===== config.mk =====
export PLATFORM = sky130hd
export DESIGN_NAME = ri_pattern_phase_detector_top
export DESIGN_NICKNAME = d
export VERILOG_FILES = /design/src/hdl/ripd_pkg.sv /design/src/hdl/ri_pattern_phase_detector_top.sv
export SDC_FILE = /design/constraint.sdc
export NUM_CORES = 1
export LEC_CHECK = 0
export ABC_AREA = 1
export BUFFER_PORTS_ARGS = -buffer_cell sky130_fd_sc_hd__buf_2
export CORE_AREA = 2 2 118 120
export DETAILED_ROUTE_END_ITERATION = 12
export DIE_AREA = 0 0 120 122
export PLACE_DENSITY_LB_ADDON = 0.1
export SLEW_MARGIN = 0
export SYNTH_ARGS = -nofsm -noshare
export SYNTH_HDL_FRONTEND = slang
export SYNTH_SLANG_ARGS = --single-unit

===== constraint.sdc =====
create_clock -name clk -period 12.2 [get_ports clk]
set_input_delay 1.83 -clock clk [delete_from_list [all_inputs] [get_ports clk]]
set_output_delay 1.83 -clock clk [all_outputs]
set_load 0.01 [all_outputs]

===== src/hdl/ripd_pkg.sv =====
// Package for the RI pattern phase detector.
// Holds reset values, register indexes, slice level codes and phase helpers.
// No dependencies.
package ripd_pkg;

  localparam int RUN_BITS_DEF = 8;

  localparam int THR_W   = 15;
  localparam int LEN_W   = 8;
  localparam int PHASE_W = 3;
  localparam int NUM_ROT = 6;

  localparam logic [THR_W-1:0] THR_RESET      = 15'd100;
  localparam logic [LEN_W-1:0] LOCK_LEN_RESET = 8'd24;
  localparam logic [LEN_W-1:0] INV_LEN_RESET  = 8'd18;

  typedef enum logic [1:0] {
    REG_SLICE_THR = 2'd0,
    REG_LOCK_LEN  = 2'd1,
    REG_INV_LEN   = 2'd2,
    REG_UNUSED    = 2'd3
  } cfg_reg_t;

  typedef logic signed [1:0] level_t;

  localparam level_t LEVEL_POS  = 2'sb01;
  localparam level_t LEVEL_ZERO = 2'sb00;
  localparam level_t LEVEL_NEG  = 2'sb11;

  // (a + b) mod 6 for a, b in 0..5
  function automatic logic [PHASE_W-1:0] mod6_add(input logic [PHASE_W-1:0] a,
                                                   input logic [PHASE_W-1:0] b);
    logic [PHASE_W:0] sum;
    sum = {1'b0, a} + {1'b0, b};
    if (sum >= 4'd6) begin
      sum = sum - 4'd6;
    end
    return sum[PHASE_W-1:0];
  endfunction

  // +++--- pattern value at position idx (0..5)
  function automatic level_t pattern_level(input logic [PHASE_W-1:0] idx);
    return (idx < 3'd3) ? LEVEL_POS : LEVEL_NEG;
  endfunction

endpackage


===== src/hdl/ri_pattern_phase_detector_top.sv =====
// RI pattern phase detector, top level: slicer, phase counter, run counters.
// Depends on ripd_pkg.
//
//  channel | direction | handshake           | payload
//  --------+-----------+---------------------+---------------------------------------
//  in_     | input     | in_valid / in_stall | in_sample[15:0] s, in_armed
//  out_    | output    | out_valid/out_stall | out_ri_seen, out_ri_bar_seen,
//          |           |                     | out_lock_phase[2:0], out_sliced_level
//  cfg_    | input     | cfg_valid/cfg_ready | cfg_index[1:0], cfg_data[14:0]
//
// Two register stages: input register, then slice + counter update into the
// state and the result register. One item per cycle sustained while out_stall
// is low. Synchronous active-low reset clears all detector state and loads the
// register defaults. out_stall holds the result register; the input register
// then fills and in_stall rises once it holds an item. cfg_ready is always high.
module ri_pattern_phase_detector_top
  import ripd_pkg::*;
#(
  parameter int RUN_BITS = RUN_BITS_DEF
) (
  input  logic                 clk,
  input  logic                 rst_n,
  // item input
  input  logic                 in_valid,
  output logic                 in_stall,
  input  logic signed [15:0]   in_sample,
  input  logic                 in_armed,
  // result output
  output logic                 out_valid,
  input  logic                 out_stall,
  output logic                 out_ri_seen,
  output logic                 out_ri_bar_seen,
  output logic [PHASE_W-1:0]   out_lock_phase,
  output logic signed [1:0]    out_sliced_level,
  // configuration
  input  logic                 cfg_valid,
  output logic                 cfg_ready,
  input  logic [1:0]           cfg_index,
  input  logic [THR_W-1:0]     cfg_data
);

  // counters and lengths compared at a common width
  localparam int CMP_W = (RUN_BITS > LEN_W) ? RUN_BITS : LEN_W;
  localparam logic [RUN_BITS-1:0] RUN_MAX = {RUN_BITS{1'b1}};

  // configuration registers
  logic [THR_W-1:0] thr_r;
  logic [LEN_W-1:0] lock_len_r;
  logic [LEN_W-1:0] inv_len_r;

  // input register
  logic               s1_valid_r;
  logic signed [15:0] s1_sample_r;
  logic               s1_armed_r;

  // detector state
  logic [PHASE_W-1:0]  phase_r;
  logic [RUN_BITS-1:0] hyp_run_r [NUM_ROT];
  logic                locked_r;
  logic [PHASE_W-1:0]  rot_r;
  logic [RUN_BITS-1:0] inv_run_r;
  logic                inv_flag_r;

  // next-state values
  logic [RUN_BITS-1:0] hyp_run_nxt [NUM_ROT];
  logic                locked_nxt;
  logic [PHASE_W-1:0]  rot_nxt;
  logic [RUN_BITS-1:0] inv_run_nxt;
  logic                inv_flag_nxt;
  level_t              level;

  // result register
  logic                out_valid_r;
  logic                out_ri_seen_r;
  logic                out_ri_bar_seen_r;
  logic [PHASE_W-1:0]  out_lock_phase_r;
  level_t              out_level_r;

  logic adv;
  logic s2_fire;

  assign adv      = !out_valid_r || !out_stall;
  assign s2_fire  = s1_valid_r && adv;
  assign in_stall = s1_valid_r && !adv;
  assign cfg_ready = 1'b1;

  // ---------------------------------------------------------------
  // Configuration writes; an unused index is ignored
  // ---------------------------------------------------------------
  always_ff @(posedge clk) begin
    if (!rst_n) begin
      thr_r      <= THR_RESET;
      lock_len_r <= LOCK_LEN_RESET;
      inv_len_r  <= INV_LEN_RESET;
    end else if (cfg_valid && cfg_ready) begin
      unique case (cfg_reg_t'(cfg_index))
        REG_SLICE_THR: thr_r      <= cfg_data;
        REG_LOCK_LEN:  lock_len_r <= cfg_data[LEN_W-1:0];
        REG_INV_LEN:   inv_len_r  <= cfg_data[LEN_W-1:0];
        default: ;
      endcase
    end
  end

  // ---------------------------------------------------------------
  // Input register
  // ---------------------------------------------------------------
  always_ff @(posedge clk) begin
    if (!rst_n) begin
      s1_valid_r <= 1'b0;
    end else if (!in_stall) begin
      s1_valid_r <= in_valid;
    end
  end

  always_ff @(posedge clk) begin
    if (in_valid && !in_stall) begin
      s1_sample_r <= in_sample;
      s1_armed_r  <= in_armed;
    end
  end

  // ---------------------------------------------------------------
  // Slice and run counter update
  // ---------------------------------------------------------------
  always_comb begin
    logic signed [16:0]  s_ext;
    logic signed [16:0]  thr_pos;
    logic signed [16:0]  thr_neg;
    logic                found;
    logic [PHASE_W-1:0]  idx;
    logic [RUN_BITS-1:0] run_inc;
    logic                match;
    level_t              inv_exp;

    s_ext   = {s1_sample_r[15], s1_sample_r};
    thr_pos = $signed({2'b00, thr_r});
    thr_neg = -thr_pos;
    if (s_ext > thr_pos) begin
      level = LEVEL_POS;
    end else if (s_ext < thr_neg) begin
      level = LEVEL_NEG;
    end else begin
      level = LEVEL_ZERO;
    end

    for (int h = 0; h < NUM_ROT; h++) begin
      hyp_run_nxt[h] = hyp_run_r[h];
    end
    locked_nxt   = locked_r;
    rot_nxt      = rot_r;
    inv_run_nxt  = inv_run_r;
    inv_flag_nxt = inv_flag_r;
    found        = 1'b0;
    idx          = '0;
    run_inc      = '0;
    match        = 1'b0;
    inv_exp      = LEVEL_ZERO;

    if (s1_armed_r && !locked_r) begin
      // scan rotations in order; stop at the first one reaching the lock length
      for (int h = 0; h < NUM_ROT; h++) begin
        idx     = mod6_add(phase_r, PHASE_W'(h));
        match   = (level == pattern_level(idx));
        run_inc = (hyp_run_r[h] == RUN_MAX) ? RUN_MAX : hyp_run_r[h] + 1'b1;
        if (!found) begin
          hyp_run_nxt[h] = match ? run_inc : '0;
          if (CMP_W'(hyp_run_nxt[h]) >= CMP_W'(lock_len_r)) begin
            found      = 1'b1;
            locked_nxt = 1'b1;
            rot_nxt    = PHASE_W'(h);
          end
        end
      end
    end else if (s1_armed_r) begin
      idx     = mod6_add(phase_r, rot_r);
      inv_exp = -pattern_level(idx);
      match   = (level == inv_exp);
      run_inc = (inv_run_r == RUN_MAX) ? RUN_MAX : inv_run_r + 1'b1;
      inv_run_nxt = match ? run_inc : '0;
      if (CMP_W'(inv_run_nxt) >= CMP_W'(inv_len_r)) begin
        inv_flag_nxt = 1'b1;
      end
    end
  end

  // detector state: updated once per item leaving the input register
  always_ff @(posedge clk) begin
    if (!rst_n) begin
      phase_r    <= '0;
      locked_r   <= 1'b0;
      rot_r      <= '0;
      inv_run_r  <= '0;
      inv_flag_r <= 1'b0;
      for (int h = 0; h < NUM_ROT; h++) begin
        hyp_run_r[h] <= '0;
      end
    end else if (s2_fire) begin
      phase_r    <= mod6_add(phase_r, PHASE_W'(1));
      locked_r   <= locked_nxt;
      rot_r      <= rot_nxt;
      inv_run_r  <= inv_run_nxt;
      inv_flag_r <= inv_flag_nxt;
      for (int h = 0; h < NUM_ROT; h++) begin
        hyp_run_r[h] <= hyp_run_nxt[h];
      end
    end
  end

  // ---------------------------------------------------------------
  // Result register
  // ---------------------------------------------------------------
  always_ff @(posedge clk) begin
    if (!rst_n) begin
      out_valid_r <= 1'b0;
    end else if (adv) begin
      out_valid_r <= s1_valid_r;
    end
  end

  always_ff @(posedge clk) begin
    if (s2_fire) begin
      out_ri_seen_r     <= locked_nxt;
      out_ri_bar_seen_r <= inv_flag_nxt;
      out_lock_phase_r  <= rot_nxt;
      out_level_r       <= level;
    end
  end

  assign out_valid        = out_valid_r;
  assign out_ri_seen      = out_ri_seen_r;
  assign out_ri_bar_seen  = out_ri_bar_seen_r;
  assign out_lock_phase   = out_lock_phase_r;
  assign out_sliced_level = out_level_r;

`ifndef SYNTH
  a_phase_range: assert property (@(posedge clk) disable iff (!rst_n)
    phase_r < 3'd6)
    else $error("phase counter out of range");

  a_bar_needs_lock: assert property (@(posedge clk) disable iff (!rst_n)
    inv_flag_r |-> locked_r)
    else $error("RI-bar set without lock");

  a_lock_sticky: assert property (@(posedge clk) disable iff (!rst_n)
    locked_r |=> (locked_r && $stable(rot_r)))
    else $error("lock or rotation changed after lock");

  a_result_matches_state: assert property (@(posedge clk) disable iff (!rst_n)
    out_valid_r |-> (out_ri_seen_r == locked_r && out_lock_phase_r == rot_r
                     && out_ri_bar_seen_r == inv_flag_r))
    else $error("result register out of step with detector state");
`endif

endmodule

Word level (Yosys, flattened, before mapping)
Memory sizes are Yosys's and may differ from the RTL's.
Index checks and enable logic that the tools add are counted.
- register bits after elaboration: 73
- memory bits (writable): 48
- input port bits: 39
- output and inout bits: 10
- word-level logic and storage cells: 195
- memories: 1
- memories (memory ; words ; width ; read ports ; clocked after Yosys merged registers in ; write ports ; RTL line ; source):
    hyp_run_r ; 6 ; 8 ; 6 ; 0 ; 6 ; ri_pattern_phase_detector_top.sv:58 ; logic [RUN_BITS-1:0] hyp_run_r [NUM_ROT];
- add/sub/neg operators: 22
- order comparisons: 23
- eq/ne operators: 16
- muxes and demuxes: 95
- bitwise logic cells: 7
- reduce and logical (&&, ||, !) cells: 15
- operators by type and width (operator ; count):
    $mux 8 ; 25
    $mux 3 ; 27
    $add 8x1->8 const B ; 7
    $eq 8x8->1 const B ; 7
    $ge 8x8->1 ; 7
    $mux 48 ; 1
    $mux 1 ; 33
    $ge 4x3->1 const B ; 6
    $lt 3x2->1 const B ; 7
    $sub 3x3->3 const B ; 7
    $mux 2 ; 9
    $lt 16x17->1 ; 1
    $neg 15->17 ; 1
    $gt 16x16->1 ; 1
    $eq 2x2->1 ; 7
    $add 3x2->4 const B ; 2
    $add 3x3->4 const B ; 2
    $or 1x1->1 ; 6
    $reduce_and 2->1 ; 3
    $logic_not 1->1 ; 5
    $add 3x1->4 const B ; 1
    $add 3x3->4 ; 1
    $logic_and 1x1->1 ; 4
    $ge 3x3->1 const B ; 1
    other kinds (7) ; 7

Longest topological paths before layout
Gate-level depths: netlist of the first run.
- word-level depth: 21
- gate-level depth with buffers: 40
- gate-level depth less buffers: 39

Worst setup path after synthesis of the first run
Ideal clock, no wire load.
- path type: register to register
- start point: register thr_r[1] (netlist name)
- end point: memory hyp_run_r[5][0] (netlist name) (enable)
- setup time: 0.385 ns
- data arrival time: 5.319 ns
- required time: 11.815 ns
- slack: 6.496 ns
- cell stages (with the launch flop): 32
- buffers on the path: 1
- clock period less this slack: 5.704 ns
- path through: dfxtp_1 inv_1 ha_1 nand3_1 nor2_1 nand2_1 nor2_1 inv_1 nor4_1 nand3_1 xor2_1 ha_1 a21oi_1 nor2_1 nor2_1 nand2_1 nor2_1 nand3b_1 nand3_2 nand2_1 o21ai_2 buf_6 nor2_1 ha_1 a21oi_1 nor2_1 nor3_1 nand3_1 nor2_1 nand2_1 o21ai_0 a21boi_0
- RTL lines (element ; RTL line):
    end, declared ; ri_pattern_phase_detector_top.sv:58

==> flow_metrics.py, run 1 <==
metrics = {
    "place": {
        "dp_cells": 1318,
        "port_buffers": 47,
        "post-place-ws_ps": 5940,
        "gp_congestion": 0.874,
        "dp_hpwl_um": 13700,
    },
    "die": {
        "core_area_um2": 13500,
        "row_count": 43,
        "die_h_um": 122,
        "dieArea_um2": 14600,
        "initial_utilization_pct": 63.1,
        "design.portCount": 49,
        "die_w_um": 120,
    },
    "critical_path": {
        "cp-start-kind": "flop",
        "crit_slowest_cell": "a21boi_0",
        "r2r_slack_ps": 5870,
        "critical_path.max_stage_delay_ps": 900,
        "cp.required_ps": 12240,
        "critical_path_class": "flop to flop",
        "cp_max_fo": 9,
        "end_kind": "flop",
        "cp_common_cell": "nand2_1",
        "crit_arrival_ps": 6370,
    },
    "run_status": {
        "status": "complete, no violations",
    },
    "global_route": {
        "grt_pass1_vias": 6774,
        "grt_pass1_wl_um": 30200,
        "gr-total-overflow": 0,
        "grt_max_degree": 53,
        "gr-usage-all-layers_pct": 26.2,
        "antenna_found_initial": 0,
    },
    "yosys": {
        "ys.warnings.count": 0,
        "synth_nets": 1251,
        "ys_types": 42,
        "synth_area_um2": 8520,
        "yosysTopAreaCell": "edfxtp_1",
        "ys_ff_latch": 121,
        "yosysSeqAreaShare_pct": 36.9,
        "yosys.area.top_type_share_pct": 25.4,
        "synth_edf_count": 72,
        "avgSynthCellArea_um2": 7.70,
        "synth.area.top_cells": "edfxtp_1 25%, ha_1 15%, dfxtp_1 12%, nand2_1 8.8%, inv_1 7.8%",
        "async_reset_ff_share_pct": 0,
        "synthCells": 1107,
        "synthFlopType": "edfxtp_1",
    },
    "clock_tree": {
        "hold_buffers": 0,
        "cts_tree": "yes",
        "numCtsBuffers": 17,
        "post_cts_resized": 0,
        "cts_sinks": 121,
        "cts_root_buffer": "clkbuf_16",
        "clk_path_buf_depth": 2,
        "clkTransAtPathRegs_ps": 50,
        "htree_levels": 4,
        "cts_setup_buffers": 0,
        "worstSkewPairLatency_ps": 420,
    },
    "routing": {
        "drt_wl_total_um": 18400,
        "num_vias": 7258,
        "drtAntennaViolNets": 0,
        "avgViaCountPerCell": 5.38,
        "drt_iter0_drc": 370,
        "wl_per_cell_um": 13.6,
        "drc": 0,
        "first_pass_iters": 5,
    },
    "min_path": {
        "hold_class": "flop to flop",
    },
    "timing": {
        "max_freq_mhz": 158,
        "min_period_ps": 6330,
        "finClkSkew_ps": 7.72,
        "grt_setup_unrepaired": "no",
        "setup_tns_ps": 0,
        "tightest_slew_ps": 1120,
        "setup_ws_ps": 5870,
        "setup_viol": 0,
        "maxSlewViolCount": 0,
        "slew_headroom_pct": 24.8,
        "hold_viol": 0,
        "finalCritPeriodShare_pct": 51.9,
    },
    "pwr": {
        "p_leak_uw": 0.00457,
        "power.net_switching_uw": 340,
        "p_clk_share_pct": 41.7,
        "p_per_area_nw_per_um2": 125,
        "sequentialPowerShare_pct": 40.3,
        "comb_power_share_pct": 18.0,
        "power.internal_uw": 841,
        "ir_drop_v": 0.0000875,
        "swShare_pct": 28.8,
    },
    "cells_and_area": {
        "syn_to_final_growth_pct": 11.3,
        "drive_gt1_share_pct": 9.40,
        "fin_cells": 1350,
        "nNetsFinal": 1301,
        "antennaDiodeCount": 0,
    },
    "job": {
        "maxCapViolCount": 0,
    },
}
registers in the layout, indices dropped and copies added (netlist names):
| register | flops |
|---|---|
| hyp_run_r | 48 |
| s1_sample_r | 16 |
| thr_r | 15 |
| inv_len_r | 8 |
| inv_run_r | 8 |
| lock_len_r | 8 |
| out_lock_phase | 3 |
| phase_r | 3 |
| rot_r | 3 |
| out_sliced_level | 2 |
| inv_flag_r | 1 |
| locked_r | 1 |
| out_ri_bar_seen | 1 |
| out_ri_seen | 1 |
| out_valid | 1 |
| s1_armed_r | 1 |
| s1_valid_r | 1 |
Yosys cell counts, types with 2 or more instances:
library cell	instances
nand4_1	15
a21oi_1	80
inv_1	178
clkbuf_1	13
nor4_1	2
buf_4	2
nand2_1	200
ha_1	104
o21ai_2	6
o21a_1	9
nor3_1	42
or2_2	9
o22ai_1	4
nor2_1	133
xor2_1	23
dfxtp_1	49
or2_1	2
o211ai_1	10
nand3_1	50
o21ai_0	72
buf_6	4
buf_2	2
nor3_2	8
edfxtp_1	72
worst max-delay path: cells and delay by family, from the launching register on:
family / cells / cell delay [ps]
AND/OR/NAND/NOR: 16 / 2550
AO/OA/AOI/OAI: 5 / 1720
adder cells (fa/ha/maj): 3 / 710
buffers and inverters: 4 / 470
flip-flops: 1 / 330
XOR/XNOR: 1 / 180
path summary, 6_finish.rpt:
path                      startpoint                             to  depth (start not counted)
max            thr_r[0]$_SDFFE_PN0P_  hyp_run_r[5][2]$_SDFFCE_PN0P_                         29
max reg2reg    thr_r[0]$_SDFFE_PN0P_  hyp_run_r[5][2]$_SDFFCE_PN0P_                         29
min          inv_flag_r$_SDFFE_PN0P_        inv_flag_r$_SDFFE_PN0P_                          2
min reg2reg  inv_flag_r$_SDFFE_PN0P_        inv_flag_r$_SDFFE_PN0P_                          2
routing by layer:
layer | global-route usage, % | vias to the layer above | share of wire (%)
met5 | 0 | - | 0
met4 | 10.3 | 0 | 2.3
met3 | 4.45 | 38 | 4.8
met2 | 47.0 | 152 | 50
met1 | 31.2 | 3278 | 43
li1 | - | 3790 | -
area by class of cell:
cell class	instances	area [um^2]
repair buffers	52	273
clock buffers	19	443
fillers	1131	4020
inverters	180	676
multi-input cells	785	4580
flip-flops and latches	121	3140
clock inverters	13	144
well taps	180	225
stage by stage:
stage	hold WS [ps]	total power, uW	cell area [um^2]	utilization, %
detailed placement	452	695	8900	65.9
CTS	460	1190	9490	70.2
global placement	445	688	8900	65.9
global route	482	1240	9490	70.2
floorplan	435	643	8520	-
finish	456	1180	9490	70.2
power by group through the flow:
stage | clock (uW) | sequential [uW] | combinational (uW)
2_1_floorplan | 0 | 480 | 162
3_3_place_gp | 0 | 483 | 205
3_5_place_dp | 0 | 484 | 211
4_1_cts | 499 | 476 | 213
5_1_grt | 517 | 478 | 246
6_report | 493 | 476 | 213
placed cells by master, fill, tap and decap left out, drive strengths merged, types with 19 or more instances in the layout:
cell and n:
a21oi 80, buf 52, clkbuf 19, dfxtp 49, edfxtp 72, ha 104
inv 182, nand2 201, nand3 51, nor2 134, nor3 50, o21ai 78
xor2 23
cell families (layout without fill, tap and decap cells):
logic type / after synthesis / in the layout / synth area share (%)
AO/OA/AOI/OAI: 189 / 189 / 12.3
XOR/XNOR: 24 / 24 / 2.47
adder cells (fa/ha/maj): 105 / 105 / 15.5
buffers and inverters: 201 / 264 / 9.33
flip-flops: 121 / 121 / 36.9
other: 1 / 1 / 0.0440
AND/OR/NAND/NOR: 466 / 466 / 23.5
Note: power is estimated with default switching activity, not from simulation.
==> inputs of run 2 (changes only) <==
CORE_AREA = 2 2 121 123   (was 2 2 118 120)
DIE_AREA = 0 0 123 125   (was 0 0 120 122)
clock period = 6.2 ns   (was 12.2 ns; I/O delays follow)
==> run 2 against run 1 <==
  * Routed wire length hardly changed
  * Combinational power up 98%
  * Critical path depth is 4 higher
  * Critical path type unchanged
  * Largest power group unchanged
  * Clock skew decreased by 2.4 ps
  * Non-clock buffer count rose by 2
  * Die area grew 5.0%
  * Register-to-register slack worse by 5200 ps
  * Count of clock-buffer cells in the layout increased by 5
  * Flip-flop and latch count did not move
  * Fmax rose by 14%
==> flow_metrics.py, run 2 (synthesis results as in run 1) <==
metrics = {
    "run_status": {
        "status": "complete, no violations",
    },
    "critical_path": {
        "reg2reg_to": "hyp_run_r[5][0]$_SDFFCE_PN0P_",
        "crit_slowest_cell": "dfxtp_1",
        "cp_max_fo": 16,
        "crit_arrival_ps": 5680,
        "cp_common_cell": "nor2_1",
        "cp.required_ps": 6340,
        "end_kind": "flop",
        "path_buf_inv": 4,
        "critical_path.max_stage_delay_ps": 310,
        "critical_path_class": "flop to flop",
        "r2r_start": "thr_r[1]$_SDFFE_PN0P_",
        "rr_worst_depth": 33,
        "cpLargestDelayFamily": "simple AND/OR/NAND/NOR gates",
        "cp-start-kind": "flop",
        "r2r_slack_ps": 650,
    },
    "cells_and_area": {
        "fillCellCount": 1230,
        "layout_commonest_cell": "nand2_1",
        "drive_gt1_share_pct": 9.73,
        "largest_reg_flops": 48,
        "syn_to_final_growth_pct": 12.4,
        "layout_common_cells": "200 x nand2_1, 178 x inv_1, 132 x nor2_1, 104 x ha_1, 80 x a21oi_1",
        "reg_top3": "hyp_run_r (48), s1_sample_r (16), thr_r (15)",
        "seqCellArea_um2": 3140,
        "antennaDiodeCount": 0,
        "multi_input_area_um2": 4600,
        "regMostFlops": "hyp_run_r",
        "nNetsFinal": 1303,
    },
    "timing": {
        "max_freq_mhz": 180,
        "grt_setup_unrepaired": "no",
        "setup_tns_ps": 0,
        "tightest_slew_ps": 868,
        "setup_ws_ps": 654,
        "min_period_ps": 5550,
        "hold_viol": 0,
        "maxSlewViolCount": 0,
        "finClkSkew_ps": 5.36,
        "setup_viol": 0,
        "slew_headroom_pct": 41.8,
        "finalCritPeriodShare_pct": 89.4,
    },
    "pwr": {
        "ir_drop_v": 0.000190,
        "swShare_pct": 28.0,
        "sequentialPowerShare_pct": 38.9,
        "power.net_switching_uw": 673,
        "p_clk_share_pct": 43.6,
        "p_leak_uw": 0.00461,
        "p_per_area_nw_per_um2": 251,
        "power_uw": 2410,
        "power.internal_uw": 1730,
        "comb_power_share_pct": 17.5,
    },
    "min_path": {
        "holdPathEnd": "inv_flag_r$_SDFFE_PN0P_",
        "hold_class": "flop to flop",
        "worst_hold_startpoint": "inv_flag_r$_SDFFE_PN0P_",
        "min_path_cells": 2,
    },
    "clock_tree": {
        "cts_sinks": 121,
        "clkTransAtPathRegs_ps": 50,
        "cts_root_buffer": "clkbuf_16",
        "cts_tree": "yes",
        "numCtsBuffers": 17,
        "hold_buffers": 0,
        "htree_levels": 4,
        "worstSkewPairLatency_ps": 430,
        "clk_path_buf_depth": 2,
    },
    "place": {
        "port_buffers": 47,
        "dp_hpwl_um": 13800,
        "post-place-ws_ps": 608,
        "gp_congestion": 0.945,
    },
    "die": {
        "core_area_um2": 14200,
        "dieArea_um2": 15400,
        "die_h_um": 125,
        "design.portCount": 49,
        "die_w_um": 123,
        "initial_utilization_pct": 60.0,
        "row_count": 44,
    },
    "global_route": {
        "grt_pass1_vias": 6687,
        "gr-usage-all-layers_pct": 25.3,
        "grt_max_degree": 45,
        "antenna_found_initial": 0,
        "grt_pass1_wl_um": 30700,
        "gr-total-overflow": 0,
    },
    "routing": {
        "drt_wl_total_um": 18400,
        "num_vias": 7190,
        "drt_iter0_drc": 409,
        "avgViaCountPerCell": 5.30,
        "drc": 0,
        "drtAntennaViolNets": 0,
        "first_pass_iters": 5,
        "wl_per_cell_um": 13.6,
    },
    "job": {
        "maxCapViolCount": 0,
    },
}
run 2: worst reg2reg max path: cells and delay by family (launching register included):
| kind | cells | cell delay (ps) |
|---|---|---|
| and+or+nand+nor | 20 | 2510 |
| AOI/OAI and AO/OA | 5 | 900 |
| adders and majority gates | 3 | 750 |
| buffers and inverters | 4 | 610 |
| DFF | 1 | 310 |
| xor gates and xnor gates | 1 | 180 |
run 2: area by class of cell:
class / instances / area share (%)
Tap cell: 184 / 2.40
Clock inverter: 8 / 0.758
Inverter: 180 / 7.06
Sequential cell: 121 / 32.8
Clock buffer: 24 / 5.93
Timing Repair Buffer: 54 / 3.01
Multi-Input combinational cell: 785 / 48.0
run 2: per-stage QoR:
stage | cell area (um^2) | std cells | hold WS, ps | util [%]
2_1_floorplan | 8520 | 1107 | 435 | -
3_3_place_gp | 8920 | 1324 | 445 | 62.8
3_5_place_dp | 8920 | 1324 | 453 | 62.8
4_1_cts | 9560 | 1356 | 461 | 67.3
5_1_grt | 9580 | 1356 | 480 | 67.4
6_report | 9580 | 1356 | 460 | 67.4
run 2: worst max-delay path by stage:
| stage | start | cells after the start | endpoint | slack, ps |
|---|---|---|---|---|
| final | thr_r[1]$_SDFFE_PN0P_ | 33 | hyp_run_r[5][0]$_SDFFCE_PN0P_ | 650 |
| after CTS | thr_r[1]$_SDFFE_PN0P_ | 33 | hyp_run_r[5][1]$_SDFFCE_PN0P_ | 440 |
| after global placement | thr_r[1]$_SDFFE_PN0P_ | 31 | hyp_run_r[5][1]$_SDFFCE_PN0P_ | 760 |
| after global routing | thr_r[1]$_SDFFE_PN0P_ | 35 | hyp_run_r[5][7]$_SDFFCE_PN0P_ | 8 |
| after detailed placement | thr_r[1]$_SDFFE_PN0P_ | 33 | hyp_run_r[5][1]$_SDFFCE_PN0P_ | 610 |
| after floorplan | thr_r[1]$_SDFFE_PN0P_ | 31 | hyp_run_r[5][0]$_SDFFCE_PN0P_ | 500 |
run 2: power groups by stage:
| stage | clock, uW | combinational [uW] | sequential [uW] |
|---|---|---|---|
| 3_3_place_gp | 0 | 406 | 951 |
| 4_1_cts | 1060 | 420 | 935 |
| 5_1_grt | 1090 | 488 | 942 |
| 3_5_place_dp | 0 | 415 | 952 |
| 2_1_floorplan | 0 | 320 | 945 |
| 6_report | 1050 | 421 | 936 |
run 2: repair_timing:
action / in CTS / in global routing
buffers inserted: 0 / 0
hold endpoints to repair: 0 / 0
endpoints found under the setup margin: 0 / 8
gates resized for setup: 0 / 3
run 2: metal layers:
layer	global-route usage (%)	routed length [um]
met1	32.6	8370
met2	42.2	8810
met3	4.38	886
met4	9.83	360
met5	0	0
==> inputs of run 3 (changes only) <==
RECOVER_POWER = 50   (was not set)
==> run 3 against run 2 <==
  * Core utilization down 0.12 points
  * Largest power group unchanged
  * Fmax down 0.11%
  * Largest cell class unchanged
  * Critical endpoint unchanged
  * First-iteration DRC count up 0.24%
  * Clock skew about the same
==> flow_metrics.py, run 3 (synthesis results as in run 1) <==
metrics = {
    "critical_path": {
        "cp.required_ps": 6330,
        "end_kind": "flop",
        "cpLargestDelayFamily": "simple AND/OR/NAND/NOR gates",
        "cp-start-kind": "flop",
        "cp_max_fo": 16,
        "critical_path_class": "flop to flop",
        "crit_slowest_cell": "dfxtp_1",
        "cp_common_cell": "nor2_1",
        "critical_path.max_stage_delay_ps": 310,
        "path_buf_inv": 4,
        "crit_arrival_ps": 5690,
    },
    "global_route": {
        "grt_pass1_vias": 6687,
        "gr-total-overflow": 0,
        "grt_max_degree": 45,
        "grt_pass1_wl_um": 30700,
        "gr-usage-all-layers_pct": 25.3,
        "antenna_found_initial": 0,
    },
    "cells_and_area": {
        "antennaDiodeCount": 0,
        "drive_gt1_share_pct": 8.70,
        "layout_commonest_cell": "nand2_1",
        "reg_top3": "hyp_run_r (48), s1_sample_r (16), thr_r (15)",
        "largest_reg_flops": 48,
        "nNetsFinal": 1303,
        "layout_common_cells": "200 x nand2_1, 178 x inv_1, 132 x nor2_1, 104 x ha_1, 80 x a21oi_1",
        "syn_to_final_growth_pct": 12.2,
        "regMostFlops": "hyp_run_r",
        "finalInstanceArea_um2": 9560,
    },
    "routing": {
        "avgViaCountPerCell": 5.31,
        "num_vias": 7198,
        "wl_per_cell_um": 13.6,
        "drtAntennaViolNets": 0,
        "first_pass_iters": 5,
        "drt_iter0_drc": 410,
        "drt_wl_total_um": 18400,
        "drc": 0,
    },
    "pwr": {
        "p_leak_uw": 0.00458,
        "sequentialPowerShare_pct": 38.9,
        "power.net_switching_uw": 674,
        "p_clk_share_pct": 43.6,
        "power.internal_uw": 1730,
        "p_per_area_nw_per_um2": 252,
        "ir_drop_v": 0.000190,
        "swShare_pct": 28.0,
        "comb_power_share_pct": 17.5,
    },
    "min_path": {
        "hold_class": "flop to flop",
    },
    "die": {
        "row_count": 44,
        "initial_utilization_pct": 60.0,
        "die_h_um": 125,
        "die_w_um": 123,
        "core_area_um2": 14200,
        "design.portCount": 49,
        "dieArea_um2": 15400,
    },
    "clock_tree": {
        "cts_root_buffer": "clkbuf_16",
        "htree_levels": 4,
        "clkTransAtPathRegs_ps": 50,
        "cts_tree": "yes",
        "numCtsBuffers": 17,
        "cts_setup_buffers": 0,
        "worstSkewPairLatency_ps": 430,
        "clk_path_buf_depth": 2,
        "cts_sinks": 121,
    },
    "timing": {
        "hold_viol": 0,
        "tightest_slew_ps": 874,
        "finClkSkew_ps": 5.44,
        "grt_setup_unrepaired": "no",
        "slew_headroom_pct": 41.4,
        "setup_viol": 0,
        "setup_tns_ps": 0,
        "finalCritPeriodShare_pct": 89.5,
        "maxSlewViolCount": 0,
        "min_period_ps": 5550,
        "max_freq_mhz": 180,
    },
    "place": {
        "dp_hpwl_um": 13800,
        "gp_congestion": 0.945,
        "place_area_um2": 8920,
        "port_buffers": 47,
    },
    "job": {
        "maxCapViolCount": 0,
    },
    "run_status": {
        "status": "complete, no violations",
    },
}
[run 3: cell type report]
class,count,area (um^2)
Sequential cell,121,3140
Fill cell,1233,4650
Clock inverter,8,72.6
Inverter,180,676
Timing Repair Buffer,54,270
Tap cell,184,230
Multi-Input combinational cell,785,4600
Clock buffer,24,568
[run 3: path summary, 6_finish.rpt]
path	from	end	slack (ps)	cells past startpoint
min	inv_flag_r$_SDFFE_PN0P_	inv_flag_r$_SDFFE_PN0P_	460	2
max reg2reg	thr_r[1]$_SDFFE_PN0P_	hyp_run_r[5][0]$_SDFFCE_PN0P_	650	33
max	thr_r[1]$_SDFFE_PN0P_	hyp_run_r[5][0]$_SDFFCE_PN0P_	650	33
min reg2reg	inv_flag_r$_SDFFE_PN0P_	inv_flag_r$_SDFFE_PN0P_	460	2
[run 3: worst register-to-register path: cells and delay by family, from the launching register on]
family / cells / cell delay, ps
XOR/XNOR: 1 / 180
AND/OR/NAND/NOR: 20 / 2510
flip-flops: 1 / 310
AO/OA/AOI/OAI: 5 / 900
buffers and inverters: 4 / 610
adder cells (fa/ha/maj): 3 / 750
[run 3: timing repair]
action,in CTS,in global routing
setup endpoints to repair,0,8
gates resized for setup,0,3
hold buffers,0,0
[run 3: through the flow]
stage               power [uW]  hold WS [ps]  std cells  utilization [%]  worst slack [ps]
floorplan                 1260           435       1107                -               496
global placement          1360           445       1324             62.8               762
detailed placement        1370           453       1324             62.8               608
CTS                       2420           461       1356             67.3               443
global route              2520           480       1356             67.3              7.89
finish                    2400           461       1356             67.3               648
[run 3: power groups by stage]
stage	clock, uW	sequential [uW]	combinational (uW)
after CTS	1060	935	420
after floorplan	0	945	320
final	1050	936	420
after global routing	1090	942	486
after global placement	0	951	406
after detailed placement	0	952	415
[run 3: layer usage]
| metal | wire length (um) | global-route usage, % |
|---|---|---|
| met1 | 8420 | 32.6 |
| met2 | 8830 | 42.2 |
| met3 | 858 | 4.38 |
| met4 | 344 | 9.83 |
| met5 | 0 | 0 |
